==> src/hw/rtl/nsccv_pkg.sv <==
// Types, codes and the character classifier of the name string validator.
`default_nettype none

package nsccv_pkg;

    // Longest string length the block distinguishes.
    localparam int MAX_LEN = 255;

    // Count saturation point, never above what nine bits hold.
    localparam int SAT_LIMIT_I = (MAX_LEN + 1 > 511) ? 511 : MAX_LEN + 1;
    localparam logic [8:0] SAT_LIMIT = 9'(SAT_LIMIT_I);
    localparam logic [16:0] MAX_LEN_V = 17'(MAX_LEN);

    typedef logic [3:0] cls_t;
    typedef logic [2:0] status_t;
    typedef logic [1:0] cfg_idx_t;

    localparam cls_t CLS_ENGLISH    = 4'd0;
    localparam cls_t CLS_UNDERSCORE = 4'd1;
    localparam cls_t CLS_SPACE      = 4'd2;
    localparam cls_t CLS_PUNCT_A    = 4'd3;
    localparam cls_t CLS_PUNCT_B    = 4'd4;
    localparam cls_t CLS_HANGUL     = 4'd5;
    localparam cls_t CLS_CJK        = 4'd6;
    localparam cls_t CLS_THAI       = 4'd7;
    localparam cls_t CLS_NONE       = 4'd8;

    localparam status_t STATUS_OK        = 3'd0;
    localparam status_t STATUS_EMPTY     = 3'd1;
    localparam status_t STATUS_TOO_SHORT = 3'd2;
    localparam status_t STATUS_TOO_LONG  = 3'd3;
    localparam status_t STATUS_BAD_CHAR  = 3'd4;

    localparam cfg_idx_t REG_MIN_LENGTH      = 2'd0;
    localparam cfg_idx_t REG_MAX_LENGTH      = 2'd1;
    localparam cfg_idx_t REG_ALLOWED_CLASSES = 2'd2;
    localparam cfg_idx_t REG_CHECK_CLASSES   = 2'd3;

    // Places a code point in its class; earlier tests take priority.
    function automatic cls_t classify(input logic [20:0] c);
        cls_t r;
        if (c inside {[21'h61:21'h7A], [21'h41:21'h5A], [21'h30:21'h39]})
        begin
            r = CLS_ENGLISH;
        end
        else if (c == 21'h5F)
        begin
            r = CLS_UNDERSCORE;
        end
        else if (c == 21'h20)
        begin
            r = CLS_SPACE;
        end
        else if (c inside {21'h2B, 21'h2A, 21'h2E, 21'h7E, 21'h40})
        begin
            r = CLS_PUNCT_A;
        end
        else if (c inside {[21'h21:21'h2F], [21'h3A:21'h40], [21'h5B:21'h60],
                           [21'h7B:21'h7E]})
        begin
            r = CLS_PUNCT_B;
        end
        else if (c inside {[21'hAC00:21'hD7A3]})
        begin
            r = CLS_HANGUL;
        end
        else if (c inside {[21'h3000:21'h303F], [21'h3105:21'h312B],
                           [21'h31C0:21'h31EF], [21'h3300:21'h33FF],
                           [21'h3400:21'h4DBF], [21'h4E00:21'h9FFF],
                           [21'hF900:21'hFAFF], [21'hFE30:21'hFE4F],
                           [21'h20000:21'h2A6DF], [21'h2F800:21'h2FA1F],
                           21'h02C7, 21'h02CA, 21'h02CB, 21'h02D9,
                           [21'hFF00:21'hFF26], [21'hFF28:21'hFF2C],
                           [21'hFF2E:21'hFFFF], 21'h2191, 21'h2295,
                           [21'h00:21'h2F], [21'h3A:21'h40],
                           [21'h5B:21'h60], [21'h7B:21'h7F]})
        begin
            r = CLS_CJK;
        end
        else if (c inside {[21'h0E00:21'h0E7F]})
        begin
            r = CLS_THAI;
        end
        else
        begin
            r = CLS_NONE;
        end
        return r;
    endfunction

    // Thai consonants, the only Thai characters allowed to open a string.
    function automatic logic is_thai_consonant(input logic [20:0] c);
        return (c inside {[21'h0E01:21'h0E2E]});
    endfunction

endpackage

`default_nettype wire

==> src/hw/rtl/name_string_char_class_validator_core.sv <==
// Top level of the name string character-class validator.
//
// The block receives a string as a stream of Unicode code points, one per input
// beat, and returns one result beat (status and character count) for the beat
// that carries last_char, or for a beat that carries empty_string. Beats without
// either mark return nothing. A new input beat is taken every cycle while the
// result side keeps up. Each beat is captured in the input register, and while it
// sits there the classification, length and class checks run straight into the
// result register, which loads at the clock edge where the beat moves on. The
// one-stage classifier sets that rate; a result left waiting stalls only items that
// would replace it, while ordinary characters still pass.
// Status: 0 ok, 1 empty, 2 too short, 3 too long, 4 disallowed character; length
// is checked before the class checks. The count saturates at MAX_LEN + 1.
// Configuration writes complete at once and should be made only while idle.
`default_nettype none

module name_string_char_class_validator_core
    import nsccv_pkg::*;
(
    input  wire logic        clk,
    input  wire logic        rst_n,
    // Configuration write channel.
    input  wire logic        cfg_valid,
    output logic             cfg_ready,
    input  wire cfg_idx_t    cfg_index,
    input  wire logic [8:0]  cfg_data,
    // Character input channel.
    input  wire logic        in_valid,
    output logic             in_ready,
    input  wire logic [20:0] code_point,
    input  wire logic        last_char,
    input  wire logic        empty_string,
    // Result channel.
    output logic             out_valid,
    input  wire logic        out_ready,
    output status_t          status,
    output logic [8:0]       char_count
);

    // Configuration registers.
    logic [7:0] min_length_reg;
    logic [7:0] max_length_reg;
    logic [8:0] allowed_classes_reg;
    logic       check_classes_reg;

    // Input register: one character beat waiting to be classified.
    logic        s1_valid_reg;
    logic        s1_valid_next;
    logic [20:0] s1_cp_reg;
    logic        s1_last_reg;
    logic        s1_empty_reg;

    // Per-string state.
    logic [8:0] len_reg;
    logic [8:0] len_next;
    logic       fail_reg;
    logic       fail_next;
    logic       first_reg;
    logic       first_next;

    // Result register.
    logic       out_valid_reg;
    logic       out_valid_next;
    status_t    status_reg;
    status_t    status_next;
    logic [8:0] count_reg;
    logic [8:0] count_next;

    logic       advance;
    logic       produce;
    logic       in_fire;
    cls_t       cls;
    logic       char_fail;
    logic [8:0] cnt_inc;
    logic       fail_acc;
    logic       too_short;
    logic       too_long;

    // The configuration port never stalls.
    assign cfg_ready = 1'b1;

    always_ff @(posedge clk or negedge rst_n)
    begin
        if (!rst_n)
        begin
            min_length_reg      <= 8'd0;
            max_length_reg      <= 8'd255;
            allowed_classes_reg <= 9'h1FF;
            check_classes_reg   <= 1'b1;
        end
        else if (cfg_valid)
        begin
            case (cfg_index)
                REG_MIN_LENGTH:      min_length_reg      <= cfg_data[7:0];
                REG_MAX_LENGTH:      max_length_reg      <= cfg_data[7:0];
                REG_ALLOWED_CLASSES: allowed_classes_reg <= cfg_data;
                REG_CHECK_CLASSES:   check_classes_reg   <= cfg_data[0];
                default:             ;
            endcase
        end
    end

    // The stage moves on when its beat gives no result, or when the result
    // register is free or being emptied in this cycle.
    assign advance = s1_valid_reg
                   && (!out_valid_reg || out_ready || (!s1_last_reg && !s1_empty_reg));
    assign produce  = advance && (s1_last_reg || s1_empty_reg);
    assign in_ready = !s1_valid_reg || advance;
    assign in_fire  = in_valid && in_ready;

    // Classification and the per-character checks.
    assign cls       = classify(s1_cp_reg);
    assign char_fail = check_classes_reg
                     && (!allowed_classes_reg[cls]
                         || (first_reg && (cls == CLS_THAI)
                             && !is_thai_consonant(s1_cp_reg)));
    assign cnt_inc   = (len_reg < SAT_LIMIT) ? len_reg + 9'd1 : len_reg;
    assign fail_acc  = fail_reg || char_fail;

    // Length checks against the count including this character.
    assign too_short = cnt_inc < {1'b0, min_length_reg};
    assign too_long  = (cnt_inc > {1'b0, max_length_reg}) || ({8'd0, cnt_inc} > MAX_LEN_V);

    always_comb
    begin
        len_next    = len_reg;
        fail_next   = fail_reg;
        first_next  = first_reg;
        status_next = status_reg;
        count_next  = count_reg;
        if (advance)
        begin
            if (s1_empty_reg)
            begin
                // An empty string drops whatever was partly received.
                len_next    = 9'd0;
                fail_next   = 1'b0;
                first_next  = 1'b1;
                status_next = (min_length_reg == 8'd0) ? STATUS_OK : STATUS_EMPTY;
                count_next  = 9'd0;
            end
            else if (s1_last_reg)
            begin
                len_next   = 9'd0;
                fail_next  = 1'b0;
                first_next = 1'b1;
                count_next = cnt_inc;
                if (too_short)
                begin
                    status_next = STATUS_TOO_SHORT;
                end
                else if (too_long)
                begin
                    status_next = STATUS_TOO_LONG;
                end
                else if (fail_acc)
                begin
                    status_next = STATUS_BAD_CHAR;
                end
                else
                begin
                    status_next = STATUS_OK;
                end
            end
            else
            begin
                len_next   = cnt_inc;
                fail_next  = fail_acc;
                first_next = 1'b0;
            end
        end
    end

    always_comb
    begin
        if (produce)
        begin
            out_valid_next = 1'b1;
        end
        else if (out_ready)
        begin
            out_valid_next = 1'b0;
        end
        else
        begin
            out_valid_next = out_valid_reg;
        end
    end

    always_comb
    begin
        if (in_fire)
        begin
            s1_valid_next = 1'b1;
        end
        else if (advance)
        begin
            s1_valid_next = 1'b0;
        end
        else
        begin
            s1_valid_next = s1_valid_reg;
        end
    end

    always_ff @(posedge clk or negedge rst_n)
    begin
        if (!rst_n)
        begin
            s1_valid_reg  <= 1'b0;
            out_valid_reg <= 1'b0;
            len_reg       <= 9'd0;
            fail_reg      <= 1'b0;
            first_reg     <= 1'b1;
        end
        else
        begin
            s1_valid_reg  <= s1_valid_next;
            out_valid_reg <= out_valid_next;
            len_reg       <= len_next;
            fail_reg      <= fail_next;
            first_reg     <= first_next;
        end
    end

    // Payload registers carry no reset.
    always_ff @(posedge clk)
    begin
        if (in_fire)
        begin
            s1_cp_reg    <= code_point;
            s1_last_reg  <= last_char;
            s1_empty_reg <= empty_string;
        end
        status_reg <= status_next;
        count_reg  <= count_next;
    end

    assign out_valid  = out_valid_reg;
    assign status     = status_reg;
    assign char_count = count_reg;

endmodule

`default_nettype wire

==> config.mk <==
export PLATFORM = sky130hd
export DESIGN_NAME = name_string_char_class_validator_core
export DESIGN_NICKNAME = d
export VERILOG_FILES = /design/src/hw/rtl/nsccv_pkg.sv /design/src/hw/rtl/name_string_char_class_validator_core.sv
export SDC_FILE = /design/constraint.sdc
export NUM_CORES = 1
export LEC_CHECK = 0
export BUFFER_PORTS_ARGS = -buffer_cell sky130_fd_sc_hd__buf_2
export CAP_MARGIN = 10
export CORE_AREA = 2 2 103 105
export DETAILED_ROUTE_END_ITERATION = 8
export DIE_AREA = 0 0 105 107
export HOLD_SLACK_MARGIN = 0.02
export PLACE_DENSITY_LB_ADDON = 0.05
export SLEW_MARGIN = 10
export SYNTH_ARGS = -nofsm -noshare
export SYNTH_HDL_FRONTEND = slang
export SYNTH_SLANG_ARGS = --single-unit
==> constraint.sdc <==
create_clock -name clk -period 3.3 [get_ports clk]
set_input_delay 0.33 -clock clk [delete_from_list [all_inputs] [get_ports clk]]
set_output_delay 0.33 -clock clk [all_outputs]
set_load 0.01 [all_outputs]
# ---- After elaboration in Yosys (flattened, before gate mapping)
# Index checks and enable logic that the tools add are counted.
dict set report op_classes {
  addsub 1
  n_reduce_logical 59
  n_mul 0
  shift 0
  eq_ne 17
  n_lt_le_gt_ge 53
  n_bitwise 0
  div 0
  n_mux 28
}
# cell count
set ops {}
lappend ops {{21-bit by 16-bit less-or-equal comparator with 1-bit output (second input constant)} 7}
lappend ops {{21-bit by 16-bit greater-or-equal comparator with 1-bit output (second input constant)} 6}
lappend ops {{21-bit by 7-bit less-or-equal comparator with 1-bit output (second input constant)} 6}
lappend ops {{21-bit by 14-bit greater-or-equal comparator with 1-bit output (second input constant)} 5}
lappend ops {{21-bit by 10-bit == test with 1-bit output (second input constant)} 4}
lappend ops {{21-bit by 6-bit == test with 1-bit output (second input constant)} 4}
lappend ops {{21-bit by 7-bit greater-or-equal comparator with 1-bit output (second input constant)} 4}
lappend ops {{21-bit by 14-bit less-or-equal comparator with 1-bit output (second input constant)} 4}
lappend ops {{21-bit by 7-bit == test with 1-bit output (second input constant)} 3}
lappend ops {{21-bit by 6-bit greater-or-equal comparator with 1-bit output (second input constant)} 3}
lappend ops {{21-bit by 14-bit == test with 1-bit output (second input constant)} 2}
lappend ops {{21-bit by 12-bit greater-or-equal comparator with 1-bit output (second input constant)} 2}
lappend ops {{21-bit by 18-bit greater-or-equal comparator with 1-bit output (second input constant)} 2}
lappend ops {{21-bit by 12-bit less-or-equal comparator with 1-bit output (second input constant)} 2}
lappend ops {{21-bit by 18-bit less-or-equal comparator with 1-bit output (second input constant)} 2}
lappend ops {{21-bit by 6-bit less-or-equal comparator with 1-bit output (second input constant)} 2}
lappend ops {{9-bit two-way mux} 4}
lappend ops {{1-bit logical AND} 32}
lappend ops {{4-bit two-way mux} 8}
lappend ops {{23-bit nonzero test} 1}
lappend ops {{21-bit by 1-bit greater-or-equal comparator with 1-bit output (second input constant)} 1}
lappend ops {{21-bit by 15-bit greater-or-equal comparator with 1-bit output (second input constant)} 1}
lappend ops {{21-bit by 15-bit less-or-equal comparator with 1-bit output (second input constant)} 1}
lappend ops {{3-bit two-way mux} 5}
lappend ops {{other kinds (20)} 47}
dict set report totals {
  output_inout_bits 15
  latchBits 0
  romBits 0
  in_bits 39
  reg_bits 74
  wordCells 172
  ram_bits 0
  memories 0
}

# ---- Logic depth before layout (Yosys ltp)
dict set report depth {
  ltp_word 21
  depth_mapped 14
  ltp_nobuf 14
}

# ---- Least setup slack after synthesis
# No wires, ideal clock.
dict set report synth_timing {
  path_kind {reg2reg}
  start {reg s1_cp_reg[17]}
  end {reg status_reg[2], in the netlist status[2] (data pin)}
  setup_ps 267
  setup_slack_ps 409
  arrival_time_ps 2624
  stages_incl_launch_ff 11
  n_path_buf 0
  path_cell_list {edfxtp_1 -> or4_4 -> or3_1 -> a21oi_2 -> a2bb2oi_1 -> o31a_1 -> nor3_2 -> nand4_1 -> a21o_1 -> nor3_2 -> a221oi_2}
}
dict set report synth_between {
  elab_chain_cells 21
  elab_cells_between_ends 113
  classes_between {order compare (48); eq/ne (14); mux (15); reduce/logical (36)}
}
# element line
set synth_lines {}
lappend synth_lines {{start, declared} name_string_char_class_validator_core.sv:49} ;# logic [20:0] s1_cp_reg;
lappend synth_lines {{start signal, assigned} name_string_char_class_validator_core.sv:231} ;# s1_cp_reg <= code_point;
lappend synth_lines {{21-bit by 14-bit greater-or-equal comparator with 1-bit output (tied with other cells)} nsccv_pkg.sv:67} ;# else if (c inside {[21'h3000:21'h303F], [21'h3105:21'h312B],
lappend synth_lines {{1-bit logical AND, on equally long branches} {nsccv_pkg.sv:67, nsccv_pkg.sv:58, nsccv_pkg.sv:80}}
lappend synth_lines {{23-bit nonzero test or 4-bit two-way mux (tied branches)} {nsccv_pkg.sv:67, nsccv_pkg.sv:80}}
lappend synth_lines {{4-bit two-way mux} nsccv_pkg.sv:67}
lappend synth_lines {{4-bit two-way mux} nsccv_pkg.sv:63} ;# else if (c inside {[21'hAC00:21'hD7A3]})
lappend synth_lines {{4-bit two-way mux} nsccv_pkg.sv:58} ;# else if (c inside {[21'h21:21'h2F], [21'h3A:21'h40], [21'h5B:21'h60],
lappend synth_lines {{4-bit two-way mux} nsccv_pkg.sv:54} ;# else if (c inside {21'h2B, 21'h2A, 21'h2E, 21'h7E, 21'h40})
lappend synth_lines {{4-bit two-way mux} nsccv_pkg.sv:50} ;# else if (c == 21'h20)
lappend synth_lines {{[... 5 more ...]} -}
lappend synth_lines {{1-bit logical OR (*)} name_string_char_class_validator_core.sv:115} ;# || (first_reg && (cls == CLS_THAI)
lappend synth_lines {{1-bit logical AND (*)} name_string_char_class_validator_core.sv:114} ;# && (!allowed_classes_reg[cls]
lappend synth_lines {{1-bit logical OR (*)} name_string_char_class_validator_core.sv:118} ;# assign fail_acc = fail_reg || char_fail;
lappend synth_lines {{3-bit two-way mux (*)} name_string_char_class_validator_core.sv:156} ;# else if (fail_acc)
lappend synth_lines {{3-bit two-way mux (*)} name_string_char_class_validator_core.sv:152} ;# else if (too_long)
lappend synth_lines {{3-bit two-way mux (*)} name_string_char_class_validator_core.sv:148} ;# if (too_short)
lappend synth_lines {{3-bit two-way mux (*)} name_string_char_class_validator_core.sv:142} ;# else if (s1_last_reg)
lappend synth_lines {{3-bit two-way mux (*)} name_string_char_class_validator_core.sv:133} ;# if (s1_empty_reg)
lappend synth_lines {{end signal, assigned} name_string_char_class_validator_core.sv:235} ;# status_reg <= status_next;
lappend synth_lines {{end, declared} name_string_char_class_validator_core.sv:64} ;# status_t status_reg;
# Every way passes the cells marked *; elsewhere a longest branch is shown, timed or not. The select of a mux whose other input is x is not followed.
# A chain may end at the register's enable or synchronous reset.

# ---- Worst setup path after layout
dict set report layout_timing {
  start {reg s1_cp_reg[19]}
  end {reg status_reg[2], in the netlist status[2] (data pin)}
}
# Same word-level chain as after synthesis.

==> results.tsv <==
metric	value	unit
drtAntennaViolNets	0	
crit_path_max_incr_delay	570	ps
fp.dieH	107	um
grt_pass1_wl	21.98	mm
fillers	943	
crit_slowest_cell	or4_4	
drt_wl_total	13.61	mm
crit_arrival	3300	ps
end_kind	register	
insertion_delay	370	ps
ys_seq_area_share	41.50	%
clock_path_buffers	2	
final_hold_viol_count	0	
critPathLaunchType	register	
ys_ff_latch	74	
grt_overflow	0	
worst_slew_pin_slew	859.2	ps
antenna_cells	0	
dr_total_vias	4478	
status	complete, no violations	
rsz0062_at_grt	no	
final_max_slew_viol_count	0	
critical_path_peak_fanout	4	
p_switching	686.2	uW
vdd_drop_max	385.9	uV
crit_required	3510	ps
setup.worst_path.class	reg -> reg	
syn-num-nets	577	
die_area	11240	um2
ctsRootBufferMaster	clkbuf_8	
crit_chain	or4_4 > or3_4 > nor2_2 > and3_1 > o31a_1 > nor3_4 > a21oi_2 > mux2i_1 > nand2_1 > a221oi_2	
nets	665	
wl_per_cell	18.12	um
p_int	1674	uW
skew	14.49	ps
place_congestion	0.9037	
synthDistinctLibCells	76	
syn_area	4941	um2
timing.final.crit_share	93.87	%
share_seq_of_total_power	49.9	%
hold_class	in -> async	
layout.area.seq	2052	um2
drt_iter0_drc	418	
hold-worst-slack	64.55	ps
multi_input_area	2651	um2
layout_common_cells	buf_4, buf_2, nand2_1	
rows	37	
yosysWarningCount	0	
power.leakage	0.002371	uW
io_pins	54	
synth_flop_cell	edfxtp_1	
area.growth.synth_to_final	18.54	%
htree_levels	3	
maxSlewHeadroom	42.72	%
cts_hold_buf	0	
max_cap_viol_count	0	
core	10090	um2
setup_tns	0	ps
layout-drive-gt1-share	31.06	%
track_usage	25.44	%
layout_min_cycle_time	3098	ps
die_w	105	um
largest_register_ffs	21	
final_area	5857	um2
setup_viol	0	
drc	0	
io_buffer_count	52	
drt_pre_antenna_iters	5	
grt_max_degree	40	
p_comb_share	21.6	%
synth_cells	522	
layout_commonest_cell	buf_4	
antenna_found_initial	0	
clkTransAtPathRegs	80	ps
avgSynthCellArea	9.465	um2
powerDensity	402.9	nW/um2
cts_tree	built	
vias_per_cell	5.963	
synth-edff-count	35	
numCtsBuffers	9	
grt_pass1_vias	4198	
fmax	0.3228	GHz
pwr-share-clk	28.5	%
async_flop_share	52.70	%
swShare	29.08	%
start_util	48.96	%
dpl.hpwl	10.45	mm
placed_area	5575	um2
clock-sinks	74	
power	2360	uW
-- critical path, delay by kind of cell, from the launching register on --
family	cells	cell delay [ps]
compound gates	3	670
flops	1	420
mux	1	220
simple gates	6	1650
-- metrics by stage --
step                      utilization (%)  std cells  worst slack (ps)
after detailed placement            55.24        727             168.2
after CTS                           57.09        743             146.7
after global routing                58.03        751            0.2334
after global placement              55.24        727             220.6
after floorplan                         -        522             409.5
final                               58.03        751             202.2
-- cell type report --
cell class,instances,share of cell area [%]
Inverter,27,1.730
Multi-Input combinational cell,388,45.27
Sequential cell,74,35.04
Timing Repair Buffer,110,11.88
Clock inverter,6,1.004
Tap cell,136,2.905
Clock buffer,10,2.179
-- routing by layer --
layer | global-route usage, % | vias to the layer above | wire, um
li1 | - | 2142 | -
met1 | 39.42 | 2125 | 6768
met2 | 34.55 | 186 | 5433
met3 | 6.322 | 25 | 1160
met4 | 7.524 | 0 | 247
met5 | 0 | - | 0
-- Yosys cell counts (all sizes together), types with 7 or more instances --
cell     n  area (um2)
dfstp   19       499.2
ha      16       200.2
dfrtp   20       500.5
a21oi   15       82.58
o21a     7       52.55
nand2   48       180.2
clkbuf  23       86.33
nor2b    9       56.30
nor3    16       95.09
nor4    12       87.58
mux2    19       214.0
edfxtp  35        1051
buf     10       85.07
nand4   22       137.6
nor2    41       156.4
nand2b   9       56.30
nand3   14       70.07
inv     27       101.4
o21ai   33       165.2
-- worst paths after layout --
path / from / endpoint / slack [ps] / cells after the start
setup / recovery: s1_cp_reg[19] / status[2] / 200 / 10
min in group clk: code_point[7] / s1_cp_reg[7] / 140 / 1
max in group asynchronous: rst_n / len_reg[0] / 2650 / 1
hold reg to reg: s1_last_reg / len_reg[1] / 470 / 1
hold / removal: rst_n / s1_valid_reg / 60 / 1
setup reg to reg: s1_cp_reg[19] / status[2] / 200 / 10
-- power by group through the flow --
stage	logic (uW)	registers [uW]	clock network (uW)
global placement	481	1190	0
finish	510	1180	673
global route	566	1190	745
detailed placement	484	1200	0
CTS	487	1180	694
floorplan	313	1170	0
-- what timing repair did --
item | CTS | global route
hold endpoints to repair | 0 | 0
setup endpoints to repair | 0 | 1
gates resized for setup | 0 | 8
setup buffers | 0 | 8
-- cell families after synthesis --
| kind of cell | after synthesis | share of synthesized area (%) |
|---|---|---|
| adders and majority gates | 16 | 4.052 |
| buffers and inverters | 60 | 5.520 |
| muxes | 22 | 4.938 |
| AOI/OAI and AO/OA | 117 | 16.28 |
| DFF | 74 | 41.50 |
| other | 1 | 0.07590 |
| and+or+nand+nor | 225 | 26.39 |
| xor gates and xnor gates | 7 | 1.241 |
No activity file was read; power rests on OpenSTA's default activity.
